===== src/rtl/csvft_pkg.sv =====
package csvft_pkg;

  localparam int unsigned MaxColumnsW = 10;
  localparam int unsigned MaxRowsW    = 16;
  localparam int unsigned CellsW      = 11;
  localparam int unsigned RowsW       = 17;
  localparam int unsigned CfgDataW    = 16;

  localparam logic [MaxColumnsW-1:0] MaxColumnsReset = 10'd50;
  localparam logic [MaxRowsW-1:0]    MaxRowsReset    = 16'd100;

  localparam logic [7:0] ChQuote = 8'h22;
  localparam logic [7:0] ChComma = 8'h2C;
  localparam logic [7:0] ChLf    = 8'h0A;
  localparam logic [7:0] ChCr    = 8'h0D;

  typedef enum logic {
    CFG_MAX_COLUMNS = 1'b0,
    CFG_MAX_ROWS    = 1'b1
  } cfg_index_t;

  typedef enum logic {
    FUNC_DATA = 1'b0,
    FUNC_END  = 1'b1
  } func_t;

  typedef enum logic [1:0] {
    KIND_BYTE     = 2'd0,
    KIND_CELL_END = 2'd1,
    KIND_ROW_END  = 2'd2,
    KIND_ERROR    = 2'd3
  } kind_t;

  typedef enum logic [1:0] {
    ERR_COLUMNS    = 2'd0,
    ERR_ROWS       = 2'd1,
    ERR_QUOTE      = 2'd2,
    ERR_END_LIMITS = 2'd3
  } err_t;

  typedef struct packed {
    func_t      func;
    logic [7:0] byte_in;
  } tok_in_t;

  typedef struct packed {
    kind_t      kind;
    logic [7:0] cell_byte;
    err_t       error_code;
    logic       last_of_run;
  } tok_out_t;

  // Results of one item toward the output queue: zero, one or two words.
  typedef struct packed {
    logic [1:0] cnt;
    tok_out_t   r0;
    tok_out_t   r1;
  } tok_push_t;

endpackage


===== src/rtl/csv_field_tokenizer.sv =====
// CSV field tokenizer.
// Input channel (in_valid / in_stall / in_word): one word per CSV byte with
// func = data, then one word with func = end to close the block. A word is
// taken at a rising edge with in_valid high and in_stall low.
// Output channel (out_valid / out_stall / out_word): cell bytes, cell ends,
// row ends and error codes, in text order. last_of_run marks the final
// word caused by one input word; an input word may cause none, one or two.
// A result appears on out_word in the cycle after its input word is taken
// when the queue ahead of it is empty. Input words are taken one per cycle
// while in_stall is low, set by the update of the quote flags and counters;
// a word that gives two results passes them out in order through a four-word
// output queue.
// in_stall rises when the queue holds more than two words, so a stalled
// receiver backs pressure up to the sender after at most three words.
// Limits max_columns / max_rows are written through cfg_we / cfg_index /
// cfg_data while the block is idle.
// Reset (rst, synchronous) empties the queue, clears the block state and
// loads the limits with 50 columns and 100 rows.
module csv_field_tokenizer
  import csvft_pkg::*;
(
  input  logic                clk,
  input  logic                rst,
  input  logic                in_valid,
  output logic                in_stall,
  input  tok_in_t             in_word,
  output logic                out_valid,
  input  logic                out_stall,
  output tok_out_t            out_word,
  input  logic                cfg_we,
  input  cfg_index_t          cfg_index,
  input  logic [CfgDataW-1:0] cfg_data
);

  logic [MaxColumnsW-1:0] max_columns;
  logic [MaxRowsW-1:0]    max_rows;
  logic                   room;
  logic                   in_accept;
  tok_push_t              push;

  // Hold off the sender while the queue could not take a two-word burst.
  assign in_stall  = !room;
  assign in_accept = in_valid && room;

  // Limit registers; the upper data bits are dropped for the column limit.
  always_ff @(posedge clk) begin
    if (rst) begin
      max_columns <= MaxColumnsReset;
      max_rows    <= MaxRowsReset;
    end else if (cfg_we) begin
      unique case (cfg_index)
        CFG_MAX_COLUMNS: max_columns <= cfg_data[MaxColumnsW-1:0];
        CFG_MAX_ROWS:    max_rows    <= cfg_data[MaxRowsW-1:0];
        default:         ;
      endcase
    end
  end

  // Quote tracking, counters and result generation, one word per cycle while in_stall is low.
  csvft_core u_core (
    .clk         (clk),
    .rst         (rst),
    .accept      (in_accept),
    .item        (in_word),
    .max_columns (max_columns),
    .max_rows    (max_rows),
    .push        (push)
  );

  // Result queue: separates the sender from a stalled receiver.
  csvft_outq u_outq (
    .clk       (clk),
    .rst       (rst),
    .push      (push),
    .room      (room),
    .out_valid (out_valid),
    .out_stall (out_stall),
    .out_word  (out_word)
  );

endmodule


===== src/rtl/csvft_core.sv =====
module csvft_core
  import csvft_pkg::*;
(
  input  logic                   clk,
  input  logic                   rst,
  input  logic                   accept,
  input  tok_in_t                item,
  input  logic [MaxColumnsW-1:0] max_columns,
  input  logic [MaxRowsW-1:0]    max_rows,
  output tok_push_t              push
);

  logic              in_quotes, in_quotes_next;
  logic              quote_pending, quote_pending_next;
  logic [CellsW-1:0] cells_in_row, cells_in_row_next;
  logic [RowsW-1:0]  rows_done, rows_done_next;
  logic              cell_has_bytes, cell_has_bytes_next;
  logic              failed, failed_next;

  logic [CellsW-1:0] cells_inc;
  logic [RowsW-1:0]  rows_inc;
  logic              col_over;
  logic              row_over;

  assign cells_inc = cells_in_row + CellsW'(1);
  assign rows_inc  = rows_done + RowsW'(1);
  assign col_over  = cells_inc > CellsW'(max_columns);
  assign row_over  = rows_inc > RowsW'(max_rows);

  always_comb begin
    logic q_eff;
    logic consumed;
    logic is_row;
    in_quotes_next      = in_quotes;
    quote_pending_next  = quote_pending;
    cells_in_row_next   = cells_in_row;
    rows_done_next      = rows_done;
    cell_has_bytes_next = cell_has_bytes;
    failed_next         = failed;
    push                = '0;
    q_eff               = in_quotes;
    consumed            = 1'b0;
    is_row              = 1'b0;

    if (item.func == FUNC_END) begin
      if (!failed) begin
        if (in_quotes && !quote_pending) begin
          push.cnt           = 2'd1;
          push.r0.kind       = KIND_ERROR;
          push.r0.error_code = ERR_QUOTE;
        end else if (cell_has_bytes || cells_in_row != '0) begin
          push.cnt     = 2'd1;
          push.r0.kind = KIND_ROW_END;
          if (col_over || row_over) begin
            push.cnt           = 2'd2;
            push.r1.kind       = KIND_ERROR;
            push.r1.error_code = ERR_END_LIMITS;
          end
        end
      end
      // End of block: clear everything but the limits.
      in_quotes_next      = 1'b0;
      quote_pending_next  = 1'b0;
      cells_in_row_next   = '0;
      rows_done_next      = '0;
      cell_has_bytes_next = 1'b0;
      failed_next         = 1'b0;
    end else if (!failed) begin
      if (quote_pending) begin
        quote_pending_next = 1'b0;
        if (item.byte_in == ChQuote) begin
          // Doubled quote: one literal quote byte.
          consumed            = 1'b1;
          cell_has_bytes_next = 1'b1;
          push.cnt            = 2'd1;
          push.r0.kind        = KIND_BYTE;
          push.r0.cell_byte   = ChQuote;
        end else begin
          q_eff = 1'b0;
        end
      end
      in_quotes_next = q_eff;
      if (!consumed) begin
        if (item.byte_in == ChQuote) begin
          if (q_eff) begin
            quote_pending_next = 1'b1;
          end else begin
            in_quotes_next = 1'b1;
          end
        end else if (!q_eff && (item.byte_in == ChComma || item.byte_in == ChLf)) begin
          is_row       = (item.byte_in == ChLf);
          push.cnt     = 2'd1;
          push.r0.kind = is_row ? KIND_ROW_END : KIND_CELL_END;
          if (col_over) begin
            push.cnt           = 2'd2;
            push.r1.kind       = KIND_ERROR;
            push.r1.error_code = ERR_COLUMNS;
            failed_next        = 1'b1;
          end else begin
            cells_in_row_next   = cells_inc;
            cell_has_bytes_next = 1'b0;
            if (is_row) begin
              cells_in_row_next = '0;
              if (row_over) begin
                push.cnt           = 2'd2;
                push.r1.kind       = KIND_ERROR;
                push.r1.error_code = ERR_ROWS;
                failed_next        = 1'b1;
              end else begin
                rows_done_next = rows_inc;
              end
            end
          end
        end else if (item.byte_in != ChCr) begin
          cell_has_bytes_next = 1'b1;
          push.cnt            = 2'd1;
          push.r0.kind        = KIND_BYTE;
          push.r0.cell_byte   = item.byte_in;
        end
      end
    end

    if (push.cnt == 2'd2) begin
      push.r1.last_of_run = 1'b1;
    end else if (push.cnt == 2'd1) begin
      push.r0.last_of_run = 1'b1;
    end
    if (!accept) begin
      push.cnt = 2'd0;
    end
  end

  always_ff @(posedge clk) begin
    if (rst) begin
      in_quotes      <= 1'b0;
      quote_pending  <= 1'b0;
      cells_in_row   <= '0;
      rows_done      <= '0;
      cell_has_bytes <= 1'b0;
      failed         <= 1'b0;
    end else if (accept) begin
      in_quotes      <= in_quotes_next;
      quote_pending  <= quote_pending_next;
      cells_in_row   <= cells_in_row_next;
      rows_done      <= rows_done_next;
      cell_has_bytes <= cell_has_bytes_next;
      failed         <= failed_next;
    end
  end

`ifndef SYNTH
  a_failed_silent: assert property (@(posedge clk) disable iff (rst)
    (accept && item.func == FUNC_DATA && failed) |-> push.cnt == 2'd0)
    else $error("data word produced results after an error");

  a_end_clears: assert property (@(posedge clk) disable iff (rst)
    (accept && item.func == FUNC_END) |=>
      (!failed && !in_quotes && !quote_pending && cells_in_row == '0 && rows_done == '0))
    else $error("end mark did not clear block state");
`endif

endmodule


===== src/rtl/csvft_outq.sv =====
module csvft_outq
  import csvft_pkg::*;
(
  input  logic      clk,
  input  logic      rst,
  input  tok_push_t push,
  output logic      room,
  output logic      out_valid,
  input  logic      out_stall,
  output tok_out_t  out_word
);

  localparam int unsigned Depth = 4;
  localparam int unsigned PtrW  = $clog2(Depth);
  localparam int unsigned CntW  = $clog2(Depth + 1);

  tok_out_t          slots [Depth];
  logic [PtrW-1:0]   wr_ptr;
  logic [PtrW-1:0]   rd_ptr;
  logic [CntW-1:0]   count;
  logic              pop;

  assign out_valid = (count != '0);
  assign out_word  = slots[rd_ptr];
  assign pop       = out_valid && !out_stall;
  // Room for the largest burst of one item.
  assign room      = (count <= CntW'(Depth - 2));

  always_ff @(posedge clk) begin
    if (push.cnt != 2'd0) begin
      slots[wr_ptr] <= push.r0;
    end
    if (push.cnt == 2'd2) begin
      slots[wr_ptr + PtrW'(1)] <= push.r1;
    end
  end

  always_ff @(posedge clk) begin
    if (rst) begin
      wr_ptr <= '0;
      rd_ptr <= '0;
      count  <= '0;
    end else begin
      wr_ptr <= wr_ptr + PtrW'(push.cnt);
      rd_ptr <= rd_ptr + PtrW'(pop);
      count  <= count + CntW'(push.cnt) - CntW'(pop);
    end
  end

`ifndef SYNTH
  a_no_overflow: assert property (@(posedge clk) disable iff (rst)
    (push.cnt != 2'd0) |-> room)
    else $error("output queue written without room");

  a_count_bound: assert property (@(posedge clk) disable iff (rst)
    count <= CntW'(Depth))
    else $error("output queue count out of range");
`endif

endmodule


===== config.mk =====
export PLATFORM = sky130hd
export DESIGN_NAME = csv_field_tokenizer
export DESIGN_NICKNAME = d
export VERILOG_FILES = /design/src/rtl/csvft_pkg.sv /design/src/rtl/csv_field_tokenizer.sv /design/src/rtl/csvft_core.sv /design/src/rtl/csvft_outq.sv
export SDC_FILE = /design/constraint.sdc
export NUM_CORES = 1
export LEC_CHECK = 0
export ABC_AREA = 1
export BUFFER_PORTS_ARGS = -buffer_cell sky130_fd_sc_hd__clkbuf_2
export CORE_MARGIN = 10
export CORE_UTILIZATION = 65
export DETAILED_ROUTE_END_ITERATION = 7
export MAX_ROUTING_LAYER = met4
export PLACE_DENSITY = 0.86
export SLEW_MARGIN = 5
export SYNTH_ARGS = -nofsm -noshare
export SYNTH_HDL_FRONTEND = slang
export SYNTH_SLANG_ARGS = --single-unit
export TNS_END_PERCENT = 5

===== constraint.sdc =====
create_clock -name clk -period 6.31 [get_ports clk]
set_input_delay 0 -clock clk [delete_from_list [all_inputs] [get_ports clk]]
set_output_delay 0 -clock clk [all_outputs]
set_load 0.01 [all_outputs]

[Yosys cells after proc, flatten, opt, wreduce, memory -nomap -nowiden]
Memories as Yosys holds them, arrays and structs flattened. A register that Yosys moved wholly into a read port is not among the register bits.
Index checks and enable logic that the tools add are counted.
Word-level totals
  RAM bits: 52
  ROM bits: 0
  output and inout port bits: 15
  input port bits: 31
  latch bits: 0
  bits in registers: 65
  memories: 1
Memories
  u_outq.slots: depth 4, bits a word 13, read ports 1, clocked after Yosys merged registers in 1, wr ports 2, line csvft_outq.sv:17  | tok_out_t slots [Depth];
Cells by class
  add/subtract/negate cells: 7
  div/mod/pow operators: 0
  $mul: 0
  equality and inequality tests: 12
  shift operators: 0
  multiplexer cells: 99
  magnitude comparators: 3
  bitwise operators: 1
  reductions and logical operators: 21
Operators by type and width (number)
  17-bit 2-to-1 mux: 8
  11-bit 2-to-1 mux: 8
  12-bit 2-to-1 mux: 5
  2-bit 2-to-1 mux: 29
  1-bit 2-to-1 mux: 42
  4-bit 2-to-1 mux: 5
  17-bit by 1-bit adder with 17-bit output (second input constant): 1
  17-bit by 16-bit greater-than comparator with 1-bit output: 1
  8-bit by 6-bit equality test with 1-bit output (second input constant): 2
  8-bit 2-to-1 mux: 2
  11-bit by 1-bit adder with 11-bit output (second input constant): 1
  11-bit by 10-bit greater-than comparator with 1-bit output: 1
  11-bit nonzero test: 1
  2-bit inequality test (second input constant): 5
  8-bit by 4-bit equality test with 1-bit output (second input constant): 1
  8-bit by 4-bit inequality test with 1-bit output (second input constant): 1
  8-bit AND reduction: 1
  2-bit AND reduction: 3
  6-bit AND reduction: 1
  2-bit nonzero test: 3
  2-bit equality test (second input constant): 2
  1-bit logical AND: 4
  1-bit logical NOT: 4
  3-bit by 2-bit adder with 3-bit output: 1
  9 further kinds: 11

[Logic depth before layout (Yosys ltp)]
  depth in word-level cells: 16
  mapped depth: 30

[Hierarchy]
From an unflattened synthesis, not the netlist that was laid out.
Unflattened totals
  cell total of the unflattened synthesis: 932
  area total of the unflattened synthesis: 7111.8 µm²
By module, submodules not included
  csvft_outq: cells each 311, times used 1, area an instance 3083.0 µm²
  csvft_core: cells each 487, times used 1, area an instance 3049.2 µm²
  csv_field_tokenizer: cells each 134, times used 1, area an instance 979.7 µm²

[Least setup slack after synthesis]
OpenSTA, ideal clock, no wires.
  kind: flip-flop to flip-flop
  start point: reg u_core.rows_done[0]
  end point: reg u_outq.count[2]
  period minus slack after synthesis: 3810 ps
  arrival: 3690 ps
  cell stages (with the launch flop): 29
  required time: 6190 ps
  setup time: 120 ps
  setup slack: 2500 ps
  path through: dfxtp_1 -> inv_1 -> nor3_1 -> nand2_1 -> nor3_1 -> nand4_1 -> nor2_1 -> nand2_1 -> xor2_1 -> inv_1 -> ha_1 -> nand4_1 -> inv_1 -> nand2_1 -> nand2_1 -> nand2_1 -> nand2_1 -> nand2_1 -> nand2_1 -> nand2_1 -> nand2_2 -> nand4_4 -> nand2_2 -> nand2_2 -> ha_1 -> inv_1 -> fa_1 -> o21ai_0 -> a21oi_1
Between the ends
  cells in the longest elaborated chain, start to end: 13
  elaborated cells between the ends (all ways): 18
Ends and longest elaborated chain
  start: declaration: line csvft_core.sv:16  | logic [RowsW-1:0] rows_done, rows_done_next;
  start signal: assignment: line csvft_core.sv:145  | rows_done <= rows_done_next;
  17-bit by 1-bit adder with 17-bit output *: line csvft_core.sv:26  | assign rows_inc = rows_done + RowsW'(1);
  17-bit by 16-bit greater-than comparator with 1-bit output *: line csvft_core.sv:28  | assign row_over = rows_inc > RowsW'(max_rows);
  2-bit 2-to-1 mux: line csvft_core.sv:104  | if (row_over) begin
  2-bit 2-to-1 mux: line csvft_core.sv:102  | if (is_row) begin
  2-bit 2-to-1 mux: line csvft_core.sv:94  | if (col_over) begin
  4-bit 2-to-1 mux: line csvft_core.sv:90  | end else if (!q_eff && (item.byte_in == ChComma || item.byte_in == ChLf)) begin
  12-bit 2-to-1 mux: line csvft_core.sv:84  | if (item.byte_in == ChQuote) begin
  12-bit 2-to-1 mux: line csvft_core.sv:83  | if (!consumed) begin
  12-bit 2-to-1 mux: line csvft_core.sv:68  | end else if (!failed) begin
  4-bit 2-to-1 mux *: line csvft_core.sv:45  | if (item.func == FUNC_END) begin
  2-bit 2-to-1 mux *: line csvft_core.sv:128  | if (!accept) begin
  3-bit by 2-bit adder with 3-bit output *: line csvft_outq.sv:46  | count <= count + CntW'(push.cnt) - CntW'(pop);
  3-bit by 1-bit subtractor with 3-bit output *: line csvft_outq.sv:46
  end signal: assignment: line csvft_outq.sv:46
  end: declaration: line csvft_outq.sv:20  | logic [CntW-1:0] count;
Mark *: on every way between the ends. The rest lies on a longest branch, timed or not.
A chain may end at the register's enable or synchronous reset.

==> summary.md <==
| Metric | Value |
|---|---|
| Clock power frac | 31.3% |
| Grt ovf | 0 |
| Placer Congestion | 0.933 |
| Sequential area share after synthesis | 38.6% |
| Simple-gate share of the synthesized area | 23.3% |
| Antenna cells | 0 |
| Post-synthesis xor/xnor area fraction | under 10% |
| Worst setup margin | between 1.5 and 2 ns |
| Fmax | 221 MHz |
| Final setup fails | 0 |
| Seq pwr share | between 30 and 40% |
| PD cells | approximately 370 nW/um2 |
| Post-synth top area share | slightly below 30% |
| Crit path kind | reg -> reg |
| Largest net degree at the start of global routing | about 60 |
| Final wirelength | 16.4 mm |
| Area of placed instances | 6810 um2 |
| Layout area overhead | 17.0% |
| Non-filler cells, final | 1,096 |
| Vias | 6,171 |
| Global-route wire length before repair | 28.0 mm |
| Number of remaining DRC errors | 0 |
| Nets | 1,016 |
| Slowest CP cell | nand2_4 |
| Final Cell Area | 7710 um2 |
| Tmin final | 4.53 ns |
| HPWL after DPL | ~11 mm |
| Top_reg_cell synth | dfxtp_1 |
| Internal | 0.00182 W |
| Period Utilization, post-route | 71.9% |
| Clock root buffer | clkbuf_8 |
| CTS buffer count | 17 |
| Pleak | 3.67 nW |
| TritonCTS Sinks | between 100 and 150 |
| CP peak stage delay | 0.57 ns |
| Die width | approximately 120 um |
| FFs w/ async S/R, synth | 0% |
| Largest cells by area after synthesis | dfxtp_1 29%, edfxtp_1 9.1%, nand2_1 7.9% |
| Die area | 14,600 um2 |
| Library cells used by synthesis | 41 |
| Worst VDD drop | 0.223 mV |
| Syn nets | 952 |
| Sw Pwr | 0.00103 W |
| Clock latency on the worst-skew pair | between 0.5 and 0.6 ns |
| CTS tree | yes |
| Max-slew violations | 0 |
| Final hold violations | 0 |
| Hold Crit Class | in -> reg |
| Post-Syn Area | 6600 um2 |
| Top-count cell post-synth | nand2_1 |
| Net switching share of the total power | 36.1% |
| Critical path data arrival time | 4.74 ns |
| Setup WS pre-CTS | 1.89 ns |
| Total power draw | 0.00285 W |
| Worst EP required | 6.51 ns |
| Commonest cells in the netlist | 139 x nand2_1, 115 x inv_1, 114 x nor2_1 |
| CP max FO | 58 |
| Setup tns final | 0 ns |
| Cells after Synth | just under 900 |
| Seq cells post-synth | 117 |
| Startpoint Class | flip-flop |
| Dpl cells | 1,029 |
| Clk buf depth | 2 |
| Initial DRC count | 568 |
| Max Cap Violations | 0 |
| Starting Density | approximately two thirds |
| Transition time at the pin with the least slew margin | 0.885 ns |
| Floorplan row count | 36 |
| Largest family of logic cells by synthesized area | simple AND/OR/NAND/NOR gates |
| Run status | completed |
| Routed WL per cell | 15.0 um |
| Antenna viol nets, final | 0 |
| Layout Skew | 0.0101 ns |
| Warnings, synthesis | 0 |
| Worst-path clk slew | 0.05 ns |
| Die Y | approximately 120 um |
| Syn Area/Cell | roughly 7.4 um2 |
| GRT Util Overall | 23.7% |
| I/O pin count | 46 |
| Compound-Gate Fraction of Synth Area | 18.6% |
| H-tree levels | 4 |
| Pre-antenna DRT Iters | 6 |
| Core area | 9820 um2 |
| Vias in the first global route | approximately 6,000 |
| Area share of fa/ha/maj cells after synthesis | ~6.8% |
| Cell taking the most area after synthesis | dfxtp_1 |
| Post_cts resized | 0 |
| Initial antenna violation count | 0 |
| Input/output buffers | 45 |
| Number of fill cells in the layout | between 600 and 700 |
| Combinational fraction of design power | roughly a third |
| Number of synthesized flops with an enable pin | 20 |
| RSZ-0062 raised after global routing | false |
| Vias per cell | 5.63 |
| Critical Path End Type | flip-flop |
| Mux cell area share after synthesis | 0% |
| Slew margin rel. | 40.8% |
| Cell mode on critical path | nand2_1 |
| Share of cells above drive strength 1 | between 10% and 20% |
[sequential cells by signal, indices dropped and copies added, names as in the netlist]
name / count
u_core.quote_pending: 1
u_core.failed: 1
max_columns: 10
u_core.cell_has_bytes: 1
u_outq.slots: 52
max_rows: 16
u_core.rows_done: 17
u_core.in_quotes: 1
u_outq.count: 3
u_core.cells_in_row: 11
u_outq.wr_ptr: 2
u_outq.rd_ptr: 2
[power groups by stage]
| stage | Sequential (W) | Clock, W | Combinational, W |
|---|---|---|---|
| 2_1_floorplan | 0.00101 | 0 | 0.000705 |
| 3_3_place_gp | 0.00103 | 0 | 0.000865 |
| 3_5_place_dp | 0.00104 | 0 | 0.000886 |
| 4_1_cts | 0.00103 | 0.000894 | 0.000923 |
| 5_1_grt | 0.00104 | 0.000930 | 0.00105 |
| 6_report | 0.00103 | 0.000891 | 0.000928 |
[cell families after synthesis]
| kind of cell | count (synthesis) |
|---|---|
| and+or+nand+nor | 347 |
| xor gates and xnor gates | 22 |
| DFF | 117 |
| buffers and inverters | 157 |
| adders and majority gates | 35 |
| AOI/OAI and AO/OA | 208 |
[per-layer routing]
layer / wire length (um) / track usage (%)
met5: 0 / -
met4: 284 / 8.67
met3: 1150 / 4.75
met2: 8060 / 39.9
met1: 6900 / 27.4
[through the flow]
step | hold slack, ns | util (%)
floorplan | 0.130 | -
global placement | 0.245 | 69.3
detailed placement | 0.245 | 69.3
CTS | 0.0408 | 78.6
global route | 0.120 | 78.6
finish | 0.0883 | 78.6
[worst max-delay path: cells and delay by family, from the launching register on]
family | cells | cell delay, ns
buf+inv | 2 | 0.15
simple gates | 23 | 3.29
fa+ha+maj | 1 | 0.29
flops | 1 | 0.36
xor+xnor | 1 | 0.12
[worst paths after layout]
path	to	cells after the start	slack, ns	from
max	u_outq.slots[2][1]$_DFFE_PP_	27	1.78	u_core.rows_done[0]$_SDFFE_PP0P_
min	u_outq.slots[1][6]$_SDFFE_PP0P_	5	0.09	in_word[3]
max reg2reg	u_outq.slots[2][1]$_DFFE_PP_	27	1.78	u_core.rows_done[0]$_SDFFE_PP0P_
min reg2reg	u_core.cells_in_row[10]$_SDFFE_PP0P_	2	0.44	u_core.cells_in_row[10]$_SDFFE_PP0P_
[area by class of cell]
| class | count | area [um2] | share of cell area [%] |
|---|---|---|---|
| multi-input cells | 612 | 3400 | 44.1 |
| flip-flops and latches | 117 | 2540 | 33.0 |
| repair buffers | 85 | 613 | 7.95 |
| clock buffers | 24 | 482 | 6.24 |
| inverters | 117 | 439 | 5.69 |
| well taps | 133 | 166 | 2.16 |
| clock inverters | 8 | 72.6 | 0.941 |
[timing repair]
action                    CTS  global route
setup buffers               0             0
hold endpoints to repair   50             0
hold buffers               35             0
[placed cells by master, fill, tap and decap left out, types with 7 or more instances in the layout]
| cell | count |
|---|---|
| o21ai_0 | 73 |
| xor2_1 | 20 |
| inv_1 | 115 |
| dlygate4sd3_1 | 35 |
| ha_1 | 34 |
| clkbuf_2 | 45 |
| o211ai_1 | 7 |
| a211oi_1 | 17 |
| nand2_1 | 139 |
| nor3_1 | 9 |
| clkbuf_16 | 17 |
| a21oi_2 | 21 |
| dfxtp_1 | 97 |
| nand3_1 | 52 |
| nor2_1 | 114 |
| edfxtp_1 | 20 |
| a21oi_1 | 71 |
| nand4_1 | 9 |
| o22ai_1 | 12 |
(Power assumes the default switching activity.)
